`src/tls_pkg.sv`:
```
`default_nettype none
package tls_pkg;

  localparam int LEN_BITS = 16;
  localparam int POS_BITS = 32;
  localparam int NUM_KW = 6;
  localparam int MAX_TOK = 3;
  localparam int FIFO_DEPTH = 4;
  localparam int FIFO_AW = $clog2(FIFO_DEPTH);

  localparam logic [LEN_BITS-1:0] LEN_MAX = {LEN_BITS{1'b1}};

  typedef enum logic [3:0] {
    KIND_EOF    = 4'd0,
    KIND_DEF    = 4'd1,
    KIND_EXTERN = 4'd2,
    KIND_IF     = 4'd3,
    KIND_ELSE   = 4'd4,
    KIND_FOR    = 4'd5,
    KIND_IN     = 4'd6,
    KIND_IDENT  = 4'd7,
    KIND_NUMBER = 4'd8,
    KIND_DOTDOT = 4'd9,
    KIND_SINGLE = 4'd10
  } tok_kind_t;

  typedef enum logic [6:0] {
    MODE_IDLE    = 7'b0000001,
    MODE_IDENT   = 7'b0000010,
    MODE_INT     = 7'b0000100,
    MODE_INTDOT  = 7'b0001000,
    MODE_FRAC    = 7'b0010000,
    MODE_DOT     = 7'b0100000,
    MODE_COMMENT = 7'b1000000
  } scan_mode_t;

  localparam logic [7:0] CH_DOT   = 8'h2E;
  localparam logic [7:0] CH_HASH  = 8'h23;
  localparam logic [7:0] CH_UNDER = 8'h5F;
  localparam logic [7:0] CH_LF    = 8'h0A;
  localparam logic [7:0] CH_CR    = 8'h0D;
  localparam logic [7:0] CH_SPACE = 8'h20;
  localparam logic [7:0] CH_TAB   = 8'h09;

  localparam logic [NUM_KW-1:0] KW_ALL = {NUM_KW{1'b1}};

  // keyword text, padded with zeros
  localparam logic [7:0] KW_TEXT [NUM_KW][8] = '{
    '{8'h64, 8'h65, 8'h66, 8'h00, 8'h00, 8'h00, 8'h00, 8'h00},
    '{8'h65, 8'h78, 8'h74, 8'h65, 8'h72, 8'h6E, 8'h00, 8'h00},
    '{8'h69, 8'h66, 8'h00, 8'h00, 8'h00, 8'h00, 8'h00, 8'h00},
    '{8'h65, 8'h6C, 8'h73, 8'h65, 8'h00, 8'h00, 8'h00, 8'h00},
    '{8'h66, 8'h6F, 8'h72, 8'h00, 8'h00, 8'h00, 8'h00, 8'h00},
    '{8'h69, 8'h6E, 8'h00, 8'h00, 8'h00, 8'h00, 8'h00, 8'h00}
  };
  localparam logic [3:0] KW_LEN [NUM_KW] = '{4'd3, 4'd6, 4'd2, 4'd4, 4'd3, 4'd2};

  typedef struct packed {
    tok_kind_t   kind;
    logic [7:0]  single_char;
    logic [31:0] start;
    logic [15:0] length;
    logic        last;
  } token_t;

  typedef struct packed {
    scan_mode_t          mode;
    logic [NUM_KW-1:0]   cand;
    logic [LEN_BITS-1:0] cur_len;
    logic [POS_BITS-1:0] cur_start;
    logic [POS_BITS-1:0] pos;
  } scan_st_t;

  function automatic logic is_alpha(input logic [7:0] c);
    return (c >= 8'h61 && c <= 8'h7A) || (c >= 8'h41 && c <= 8'h5A);
  endfunction

  function automatic logic is_digit(input logic [7:0] c);
    return c >= 8'h30 && c <= 8'h39;
  endfunction

  function automatic logic [LEN_BITS-1:0] len_inc(input logic [LEN_BITS-1:0] a);
    return (a == LEN_MAX) ? LEN_MAX : a + LEN_BITS'(1);
  endfunction

  function automatic logic [LEN_BITS-1:0] len_inc2(input logic [LEN_BITS-1:0] a);
    return (a >= LEN_MAX - LEN_BITS'(1)) ? LEN_MAX : a + LEN_BITS'(2);
  endfunction

  function automatic logic [15:0] len_out(input logic [LEN_BITS-1:0] a);
    logic [15:0] r;
    if (LEN_BITS > 16 && a > LEN_BITS'(16'hFFFF)) r = 16'hFFFF;
    else r = 16'(a);
    return r;
  endfunction

  function automatic logic [NUM_KW-1:0] narrow(input logic [NUM_KW-1:0] cand,
                                               input logic [7:0] c,
                                               input logic [LEN_BITS-1:0] idx);
    logic [NUM_KW-1:0] r;
    r = '0;
    for (int k = 0; k < NUM_KW; k++) begin
      if (cand[k] && idx < LEN_BITS'(KW_LEN[k]) && KW_TEXT[k][idx[2:0]] == c) r[k] = 1'b1;
    end
    return r;
  endfunction

  function automatic tok_kind_t ident_kind(input logic [NUM_KW-1:0] cand,
                                           input logic [LEN_BITS-1:0] len);
    tok_kind_t r;
    r = KIND_IDENT;
    for (int k = NUM_KW - 1; k >= 0; k--) begin
      if (cand[k] && len == LEN_BITS'(KW_LEN[k])) r = tok_kind_t'(4'(k + 1));
    end
    return r;
  endfunction

  function automatic token_t mk_tok(input tok_kind_t kind, input logic [7:0] ch,
                                    input logic [POS_BITS-1:0] start,
                                    input logic [LEN_BITS-1:0] len);
    token_t t;
    t.kind = kind;
    t.single_char = ch;
    t.start = 32'(start);
    t.length = len_out(len);
    t.last = 1'b0;
    return t;
  endfunction

endpackage
`default_nettype wire

```
`src/tls_scan.sv`:
```
`default_nettype none
module tls_scan (
  input  wire tls_pkg::scan_st_t          st,
  input  wire logic [7:0]                 c,
  input  wire logic                       eoi,
  output tls_pkg::scan_st_t               st_nxt,
  output tls_pkg::token_t                 tok [tls_pkg::MAX_TOK],
  output logic [1:0]                      tok_cnt
);

  logic                         used;
  logic                         do_flush;
  logic [tls_pkg::POS_BITS-1:0] prev;

  assign prev = st.pos - tls_pkg::POS_BITS'(1);

  always_comb begin
    st_nxt = st;
    used = 1'b0;
    do_flush = 1'b0;
    tok_cnt = '0;
    for (int i = 0; i < tls_pkg::MAX_TOK; i++) tok[i] = '0;

    if (!eoi) begin
      unique case (st.mode)
        tls_pkg::MODE_IDENT: begin
          if (tls_pkg::is_alpha(c) || tls_pkg::is_digit(c) || c == tls_pkg::CH_UNDER) begin
            st_nxt.cand = tls_pkg::narrow(st.cand, c, st.cur_len);
            st_nxt.cur_len = tls_pkg::len_inc(st.cur_len);
            used = 1'b1;
          end else begin
            do_flush = 1'b1;
          end
        end
        tls_pkg::MODE_INT: begin
          if (tls_pkg::is_digit(c)) begin
            st_nxt.cur_len = tls_pkg::len_inc(st.cur_len);
            used = 1'b1;
          end else if (c == tls_pkg::CH_DOT) begin
            st_nxt.mode = tls_pkg::MODE_INTDOT;
            used = 1'b1;
          end else begin
            do_flush = 1'b1;
          end
        end
        tls_pkg::MODE_INTDOT: begin
          if (tls_pkg::is_digit(c)) begin
            st_nxt.cur_len = tls_pkg::len_inc2(st.cur_len);
            st_nxt.mode = tls_pkg::MODE_FRAC;
            used = 1'b1;
          end else if (c == tls_pkg::CH_DOT) begin
            tok[0] = tls_pkg::mk_tok(tls_pkg::KIND_NUMBER, 8'h00, st.cur_start, st.cur_len);
            tok[1] = tls_pkg::mk_tok(tls_pkg::KIND_DOTDOT, 8'h00, prev,
                                     tls_pkg::LEN_BITS'(2));
            tok_cnt = 2'd2;
            st_nxt.mode = tls_pkg::MODE_IDLE;
            used = 1'b1;
          end else begin
            do_flush = 1'b1;
          end
        end
        tls_pkg::MODE_FRAC: begin
          if (tls_pkg::is_digit(c)) begin
            st_nxt.cur_len = tls_pkg::len_inc(st.cur_len);
            used = 1'b1;
          end else begin
            do_flush = 1'b1;
          end
        end
        tls_pkg::MODE_DOT: begin
          if (c == tls_pkg::CH_DOT) begin
            tok[0] = tls_pkg::mk_tok(tls_pkg::KIND_DOTDOT, 8'h00, st.cur_start,
                                     tls_pkg::LEN_BITS'(2));
            tok_cnt = 2'd1;
            st_nxt.mode = tls_pkg::MODE_IDLE;
            used = 1'b1;
          end else begin
            do_flush = 1'b1;
          end
        end
        tls_pkg::MODE_COMMENT: begin
          if (c == tls_pkg::CH_LF || c == tls_pkg::CH_CR) st_nxt.mode = tls_pkg::MODE_IDLE;
          else used = 1'b1;
        end
        default: begin
          st_nxt.mode = tls_pkg::MODE_IDLE;
        end
      endcase
    end else begin
      do_flush = 1'b1;
    end

    // emit the pending token, and for a number ending in a dot also that dot
    if (do_flush) begin
      unique case (st.mode)
        tls_pkg::MODE_IDENT: begin
          tok[0] = tls_pkg::mk_tok(tls_pkg::ident_kind(st.cand, st.cur_len), 8'h00,
                                   st.cur_start, st.cur_len);
          tok_cnt = 2'd1;
        end
        tls_pkg::MODE_INT, tls_pkg::MODE_FRAC: begin
          tok[0] = tls_pkg::mk_tok(tls_pkg::KIND_NUMBER, 8'h00, st.cur_start, st.cur_len);
          tok_cnt = 2'd1;
        end
        tls_pkg::MODE_INTDOT: begin
          tok[0] = tls_pkg::mk_tok(tls_pkg::KIND_NUMBER, 8'h00, st.cur_start, st.cur_len);
          tok[1] = tls_pkg::mk_tok(tls_pkg::KIND_SINGLE, tls_pkg::CH_DOT, prev,
                                   tls_pkg::LEN_BITS'(1));
          tok_cnt = 2'd2;
        end
        tls_pkg::MODE_DOT: begin
          tok[0] = tls_pkg::mk_tok(tls_pkg::KIND_SINGLE, tls_pkg::CH_DOT, st.cur_start,
                                   tls_pkg::LEN_BITS'(1));
          tok_cnt = 2'd1;
        end
        default: begin
        end
      endcase
      st_nxt.mode = tls_pkg::MODE_IDLE;
    end

    if (eoi) begin
      tok[tok_cnt] = tls_pkg::mk_tok(tls_pkg::KIND_EOF, 8'h00, st.pos, '0);
      tok_cnt = tok_cnt + 2'd1;
      st_nxt.mode = tls_pkg::MODE_IDLE;
      st_nxt.cand = tls_pkg::KW_ALL;
      st_nxt.cur_len = '0;
      st_nxt.cur_start = '0;
      st_nxt.pos = '0;
    end else begin
      if (!used) begin
        if (c == tls_pkg::CH_SPACE || c == tls_pkg::CH_TAB) begin
          // skipped
        end else if (tls_pkg::is_alpha(c)) begin
          st_nxt.mode = tls_pkg::MODE_IDENT;
          st_nxt.cur_start = st.pos;
          st_nxt.cur_len = tls_pkg::LEN_BITS'(1);
          st_nxt.cand = tls_pkg::narrow(tls_pkg::KW_ALL, c, '0);
        end else if (tls_pkg::is_digit(c)) begin
          st_nxt.mode = tls_pkg::MODE_INT;
          st_nxt.cur_start = st.pos;
          st_nxt.cur_len = tls_pkg::LEN_BITS'(1);
        end else if (c == tls_pkg::CH_DOT) begin
          st_nxt.mode = tls_pkg::MODE_DOT;
          st_nxt.cur_start = st.pos;
          st_nxt.cur_len = tls_pkg::LEN_BITS'(1);
        end else if (c == tls_pkg::CH_HASH) begin
          st_nxt.mode = tls_pkg::MODE_COMMENT;
        end else begin
          tok[tok_cnt] = tls_pkg::mk_tok(tls_pkg::KIND_SINGLE, c, st.pos,
                                         tls_pkg::LEN_BITS'(1));
          tok_cnt = tok_cnt + 2'd1;
        end
      end
      st_nxt.pos = st.pos + tls_pkg::POS_BITS'(1);
    end

    if (tok_cnt != 2'd0) tok[tok_cnt - 2'd1].last = 1'b1;
  end

endmodule
`default_nettype wire

```
`src/toy_language_token_scanner.sv`:
```
`default_nettype none
// channel  | direction | tdata (low bit up)                                   | tlast
// in_      | slave     | char_byte[7:0]                                       | end_of_input
// out_     | master    | token_kind[3:0] single_char[11:4] token_start[43:12] | last_of_run
//          |           | token_length[59:44] zero[63:60]                      |
//
// one source byte is scanned per cycle while input is taken; a byte that yields k
// tokens writes all k into the queue together, and a four-entry token queue absorbs
// up to three tokens per byte. input is taken whenever the queue has room for three
// tokens. synchronous active-low reset returns the scanner to its idle state.
// an output stall backs up into in_tready once the queue holds two or more.
module toy_language_token_scanner (
  input  wire logic        clk,
  input  wire logic        rst_n,
  input  wire logic        in_tvalid,
  output logic             in_tready,
  input  wire logic [7:0]  in_tdata,   // char_byte
  input  wire logic        in_tlast,   // end_of_input
  output logic             out_tvalid,
  input  wire logic        out_tready,
  output logic [63:0]      out_tdata,  // token_kind, single_char, token_start, token_length
  output logic             out_tlast   // last_of_run
);

  tls_pkg::scan_st_t st_r;
  tls_pkg::scan_st_t st_nxt;
  tls_pkg::token_t   tok [tls_pkg::MAX_TOK];
  logic [1:0]        tok_cnt;

  tls_pkg::token_t               fifo_r [tls_pkg::FIFO_DEPTH];
  logic [tls_pkg::FIFO_AW-1:0]   wr_ptr_r, wr_ptr_nxt;
  logic [tls_pkg::FIFO_AW-1:0]   rd_ptr_r, rd_ptr_nxt;
  logic [tls_pkg::FIFO_AW:0]     count_r, count_nxt;
  logic                          in_fire;
  logic                          out_fire;
  tls_pkg::token_t               head;

  tls_scan u_scan (
    .st      (st_r),
    .c       (in_tdata),
    .eoi     (in_tlast),
    .st_nxt  (st_nxt),
    .tok     (tok),
    .tok_cnt (tok_cnt)
  );

  assign in_tready = count_r <= (tls_pkg::FIFO_AW + 1)'(tls_pkg::FIFO_DEPTH - tls_pkg::MAX_TOK);
  assign in_fire = in_tvalid && in_tready;
  assign out_tvalid = count_r != '0;
  assign out_fire = out_tvalid && out_tready;
  assign head = fifo_r[rd_ptr_r];
  assign out_tdata = {4'h0, head.length, head.start, head.single_char, head.kind};
  assign out_tlast = head.last;

  always_comb begin
    wr_ptr_nxt = wr_ptr_r;
    rd_ptr_nxt = rd_ptr_r;
    count_nxt = count_r;
    if (in_fire) begin
      wr_ptr_nxt = wr_ptr_r + tls_pkg::FIFO_AW'(tok_cnt);
      count_nxt = count_nxt + (tls_pkg::FIFO_AW + 1)'(tok_cnt);
    end
    if (out_fire) begin
      rd_ptr_nxt = rd_ptr_r + tls_pkg::FIFO_AW'(1);
      count_nxt = count_nxt - (tls_pkg::FIFO_AW + 1)'(1);
    end
  end

  always_ff @(posedge clk) begin
    if (!rst_n) begin
      st_r.mode <= tls_pkg::MODE_IDLE;
      st_r.cand <= tls_pkg::KW_ALL;
      st_r.cur_len <= '0;
      st_r.cur_start <= '0;
      st_r.pos <= '0;
      wr_ptr_r <= '0;
      rd_ptr_r <= '0;
      count_r <= '0;
    end else begin
      if (in_fire) st_r <= st_nxt;
      wr_ptr_r <= wr_ptr_nxt;
      rd_ptr_r <= rd_ptr_nxt;
      count_r <= count_nxt;
    end
  end

  always_ff @(posedge clk) begin
    if (in_fire) begin
      for (int i = 0; i < tls_pkg::MAX_TOK; i++) begin
        if (2'(i) < tok_cnt) fifo_r[wr_ptr_r + tls_pkg::FIFO_AW'(i)] <= tok[i];
      end
    end
  end

  a_count_bound: assert property (@(posedge clk) disable iff (!rst_n)
    count_r <= (tls_pkg::FIFO_AW + 1)'(tls_pkg::FIFO_DEPTH))
    else $error("token queue overflow");

  a_eoi_emits: assert property (@(posedge clk) disable iff (!rst_n)
    in_fire && in_tlast |=> out_tvalid)
    else $error("end of input produced no token");

  a_eoi_resets: assert property (@(posedge clk) disable iff (!rst_n)
    in_fire && in_tlast |=> st_r.pos == '0 && st_r.mode == tls_pkg::MODE_IDLE)
    else $error("scanner state not cleared after end of input");

  a_last_on_eof: assert property (@(posedge clk) disable iff (!rst_n)
    out_tvalid && head.kind == tls_pkg::KIND_EOF |-> out_tlast)
    else $error("eof token without last flag");

endmodule
`default_nettype wire

```
`config.mk`:
```
export PLATFORM = sky130hd
export DESIGN_NAME = toy_language_token_scanner
export DESIGN_NICKNAME = d
export VERILOG_FILES = /design/src/tls_pkg.sv /design/src/tls_scan.sv /design/src/toy_language_token_scanner.sv
export SDC_FILE = /design/constraint.sdc
export NUM_CORES = 1
export LEC_CHECK = 0
export ABC_AREA = 0
export ABC_CLOCK_PERIOD_IN_PS = 16890
export BUFFER_PORTS_ARGS = -buffer_cell sky130_fd_sc_hd__buf_2
export CAP_MARGIN = 20
export CORE_ASPECT_RATIO = 1.2
export CORE_UTILIZATION = 57
export DETAILED_ROUTE_END_ITERATION = 16
export HOLD_SLACK_MARGIN = 0.15
export PLACE_DENSITY = 0.77
export SLEW_MARGIN = 20
export SYNTH_ARGS = -nofsm -noshare
export SYNTH_HDL_FRONTEND = slang
export SYNTH_SLANG_ARGS = --single-unit
export TNS_END_PERCENT = 20
```
`constraint.sdc`:
```
create_clock -name clk -period 16.89 [get_ports clk]
set_clock_uncertainty 0.15 [all_clocks]
set_input_delay 3.378 -clock clk [delete_from_list [all_inputs] [get_ports clk]]
set_output_delay 3.378 -clock clk [all_outputs]
set_load 0.02 [all_outputs]
```
==> impl_metrics.json <==
{
  "status": "finished, final reports clean",
  "cts-root-buf": "clkbuf_16",
  "p_seq_frac": 0.425,
  "leakage_nw": 7.47,
  "grt_pass1_vias": 17500,
  "cp-start-kind": "primary input",
  "hp-class": "flop to flop",
  "cts_buffers": 35,
  "pwr-share-comb": 0.258,
  "yosysTopAreaCellShare": 0.360,
  "reg2reg_depth": 11,
  "yosysTopAreaCell": "edfxtp_1",
  "endpoint_kind": "flop",
  "hold_buffers": 0,
  "dieWidth_um": 175,
  "dp_hpwl_um": 41300,
  "crit_chain": "buf_2, or4b_4, or3_1, a211o_1, o21ai_0, nand2_1, ha_1, a2111oi_4, nand2_4, nand2_1, buf_4, o221ai_1",
  "final_nets": 2046,
  "async_flop_share": 0,
  "io_buffers": 75,
  "ys_seq_area_frac": 0.460,
  "slew_viol_final": 0,
  "path_max_fanout": 45,
  "drtIter0Drc": 2691,
  "switching_share": 0.317,
  "die-area_mm2": 0.0365,
  "cts_max_level": 2,
  "drcViolationCount": 0,
  "path_clk_slew_ps": 60,
  "syn-cell-area_mm2": 0.0204,
  "first_pass_iters": 6,
  "start_util": 0.580,
  "vias_per_cell": 7.30,
  "period_share": 0.503,
  "wirelength_um": 64500,
  "cts_tree": "built",
  "synth_edf_count": 244,
  "finalSetupViolCount": 0,
  "wl_per_cell_um": 25.8,
  "crit_end": "fifo_r[2][39]",
  "post-cts-setup-buffer-count": 0,
  "r2r_start": "st_r[86]",
  "power.switching_mw": 0.774,
  "syn_avg_cell_area_um2": 9.88,
  "syn_to_final_growth_pct": 8.25,
  "row_count": 75,
  "critPathRequiredTime_ps": 16990,
  "arrival_ps": 8600,
  "rsz0062_at_grt": "false",
  "pwr-share-clk": 0.317,
  "timing.fmax_mhz": 118,
  "crit_start": "in_tdata[5]",
  "yosys-top-cells-area": "edfxtp_1 36%, dfxtp_1 10%, mux4_2 6.7%, o221ai_1 4.6%, nand2_1 4.1%",
  "ys_seq_elements": 346,
  "clockBufferDepth": 3,
  "overflow": 0,
  "p_int_mw": 1.67,
  "ys_types": 90,
  "slowest_stage": "a2111oi_4",
  "ctsResizeCount": 0,
  "synthCells": 2062,
  "final_util": 0.628,
  "antenna_found_initial": 0,
  "period_minus_slack_ps": 8500,
  "grt_pass1_wl_um": 99500,
  "yosysWarningCount": 0,
  "grt_max_degree": 69,
  "hp-start": "st_r[81]",
  "r2r-end": "fifo_r[2][39]",
  "core_area_mm2": 0.0351,
  "grt_usage": 0.351,
  "whs_ps": 335,
  "gp_congestion": 1.05,
  "ant_nets": 0,
  "die_y_um": 209,
  "setup_tns_ps": 0,
  "hold_viol_final": 0,
  "slowest_delay_ps": 650,
  "powerDensity_mw_per_mm2": 111,
  "max_cap_violations": 0,
  "path_common_cell": "nand2_1",
  "rrSetupSlack_ps": 11180,
  "peakVddDrop_v": 0.0000625,
  "insertion_delay_ps": 540,
  "ios": 80,
  "crit_type": "primary input to flop",
  "via_count": 18300,
  "antenna_cells": 0,
  "drive_gt1_frac": 0.134,
  "ys.flop_type": "edfxtp_1",
  "slew_headroom": 0.220,
  "cts.sink_count": 346,
  "tightest_slew_ps": 1170
}
==> cell usage after synthesis (all sizes together) (13+ instances only) <==
cell type	instances
nor2b	46
o21ai	101
a31oi	16
ha	18
xor2	21
nor2	180
o221ai	107
dfxtp	102
and3	14
a22oi	70
nand3	83
nor3	47
clkbuf	160
inv	33
a21oi	80
edfxtp	244
nand2	223
a21o	20
or3	15
o31ai	37
o22ai	37
and2	31
o211ai	28
xnor2	27
a221o	13
mux4	61
a21boi	14
nand4	20
nor4	16
buf	41
==> stage by stage <==
step / setup WS (ps) / instance area [um2] / std cells / total power [mW]
2_1_floorplan: 2960 / 20400 / 2065 / 1.48
3_3_place_gp: 8090 / 20900 / 2438 / 1.66
3_5_place_dp: 8030 / 20900 / 2438 / 1.67
4_1_cts: 8570 / 22000 / 2501 / 2.43
5_1_grt: 8150 / 22000 / 2502 / 2.51
6_report: 8390 / 22000 / 2502 / 2.44
==> cell type report <==
type,count,area (um2)
clock buffer,48,976
clock inverter,15,144
inverter,33,124
multi-input combinational,1485,10200
fill,2814,13100
sequential,346,9370
timing repair buffer,113,681
tap,462,578
==> cells by family (layout without fill, tap and decap cells) <==
kind of cell    Yosys count  count (layout)  synth area share
mux                      65              65            0.0695
flops                   346             346             0.460
other cells               1               4          0.000184
fa+ha+maj                19              19            0.0120
compound gates          618             618             0.219
xor+xnor                 48              48            0.0206
simple gates            731             731             0.173
buf+inv                 234             209            0.0456
==> flip-flops by register name, summed over array words and instances (netlist names), named ones only <==
register  cells
fifo_r      244
st_r         93
count_r       3
rd_ptr_r      2
wr_ptr_r      2
==> cells in the final DEF (no fill, tap or decap), types with 16 or more instances in the layout <==
cell type    n
inv_1       33
nor2_1     179
a22oi_1     70
xor2_1      21
nor3_1      43
and2_1      28
buf_2       75
o21ai_0     93
xnor2_1     27
nor2b_1     45
mux4_2      61
ha_1        18
dfxtp_1    100
edfxtp_1   244
clkbuf_16   36
o211ai_1    27
buf_4       37
o31ai_1     36
nand2_1    219
nand3_1     83
o22ai_1     37
a21o_1      20
a31oi_1     16
o221ai_1   107
a21oi_1     77
nand4_1     20
==> how the worst min path moves through the flow <==
| stage | cells past startpoint | endpoint | slack, ps |
|---|---|---|---|
| after detailed placement | 2 | st_r[81] | 330 |
| after floorplan | 2 | st_r[81] | 290 |
| after global placement | 2 | st_r[81] | 310 |
| after global routing | 2 | st_r[83] | 360 |
| after CTS | 2 | st_r[81] | 340 |
| final | 2 | st_r[81] | 330 |
==> critical path, delay by kind of cell <==
| kind | cells | cell delay [ps] |
|---|---|---|
| AND/OR/NAND/NOR | 5 | 2380 |
| AO/OA/AOI/OAI | 4 | 1600 |
| adder cells (fa/ha/maj) | 1 | 410 |
| buffers and inverters | 2 | 780 |
==> power by group through the flow <==
stage,clock (mW),sequential [mW],combinational [mW]
global placement,0,1.05,0.613
CTS,0.774,1.04,0.621
detailed placement,0,1.06,0.618
floorplan,0,1.04,0.446
finish,0.775,1.04,0.629
global route,0.804,1.05,0.664
==> routing by layer <==
metal | GRT usage | share of wire | up-vias
met5 | 0 | 0 | -
met4 | 0.157 | 0.044 | 0
met3 | 0.0810 | 0.13 | 256
met2 | 0.557 | 0.46 | 1400
met1 | 0.457 | 0.37 | 8764
li1 | - | - | 7847
Note: power is estimated with default switching activity, not from simulation.
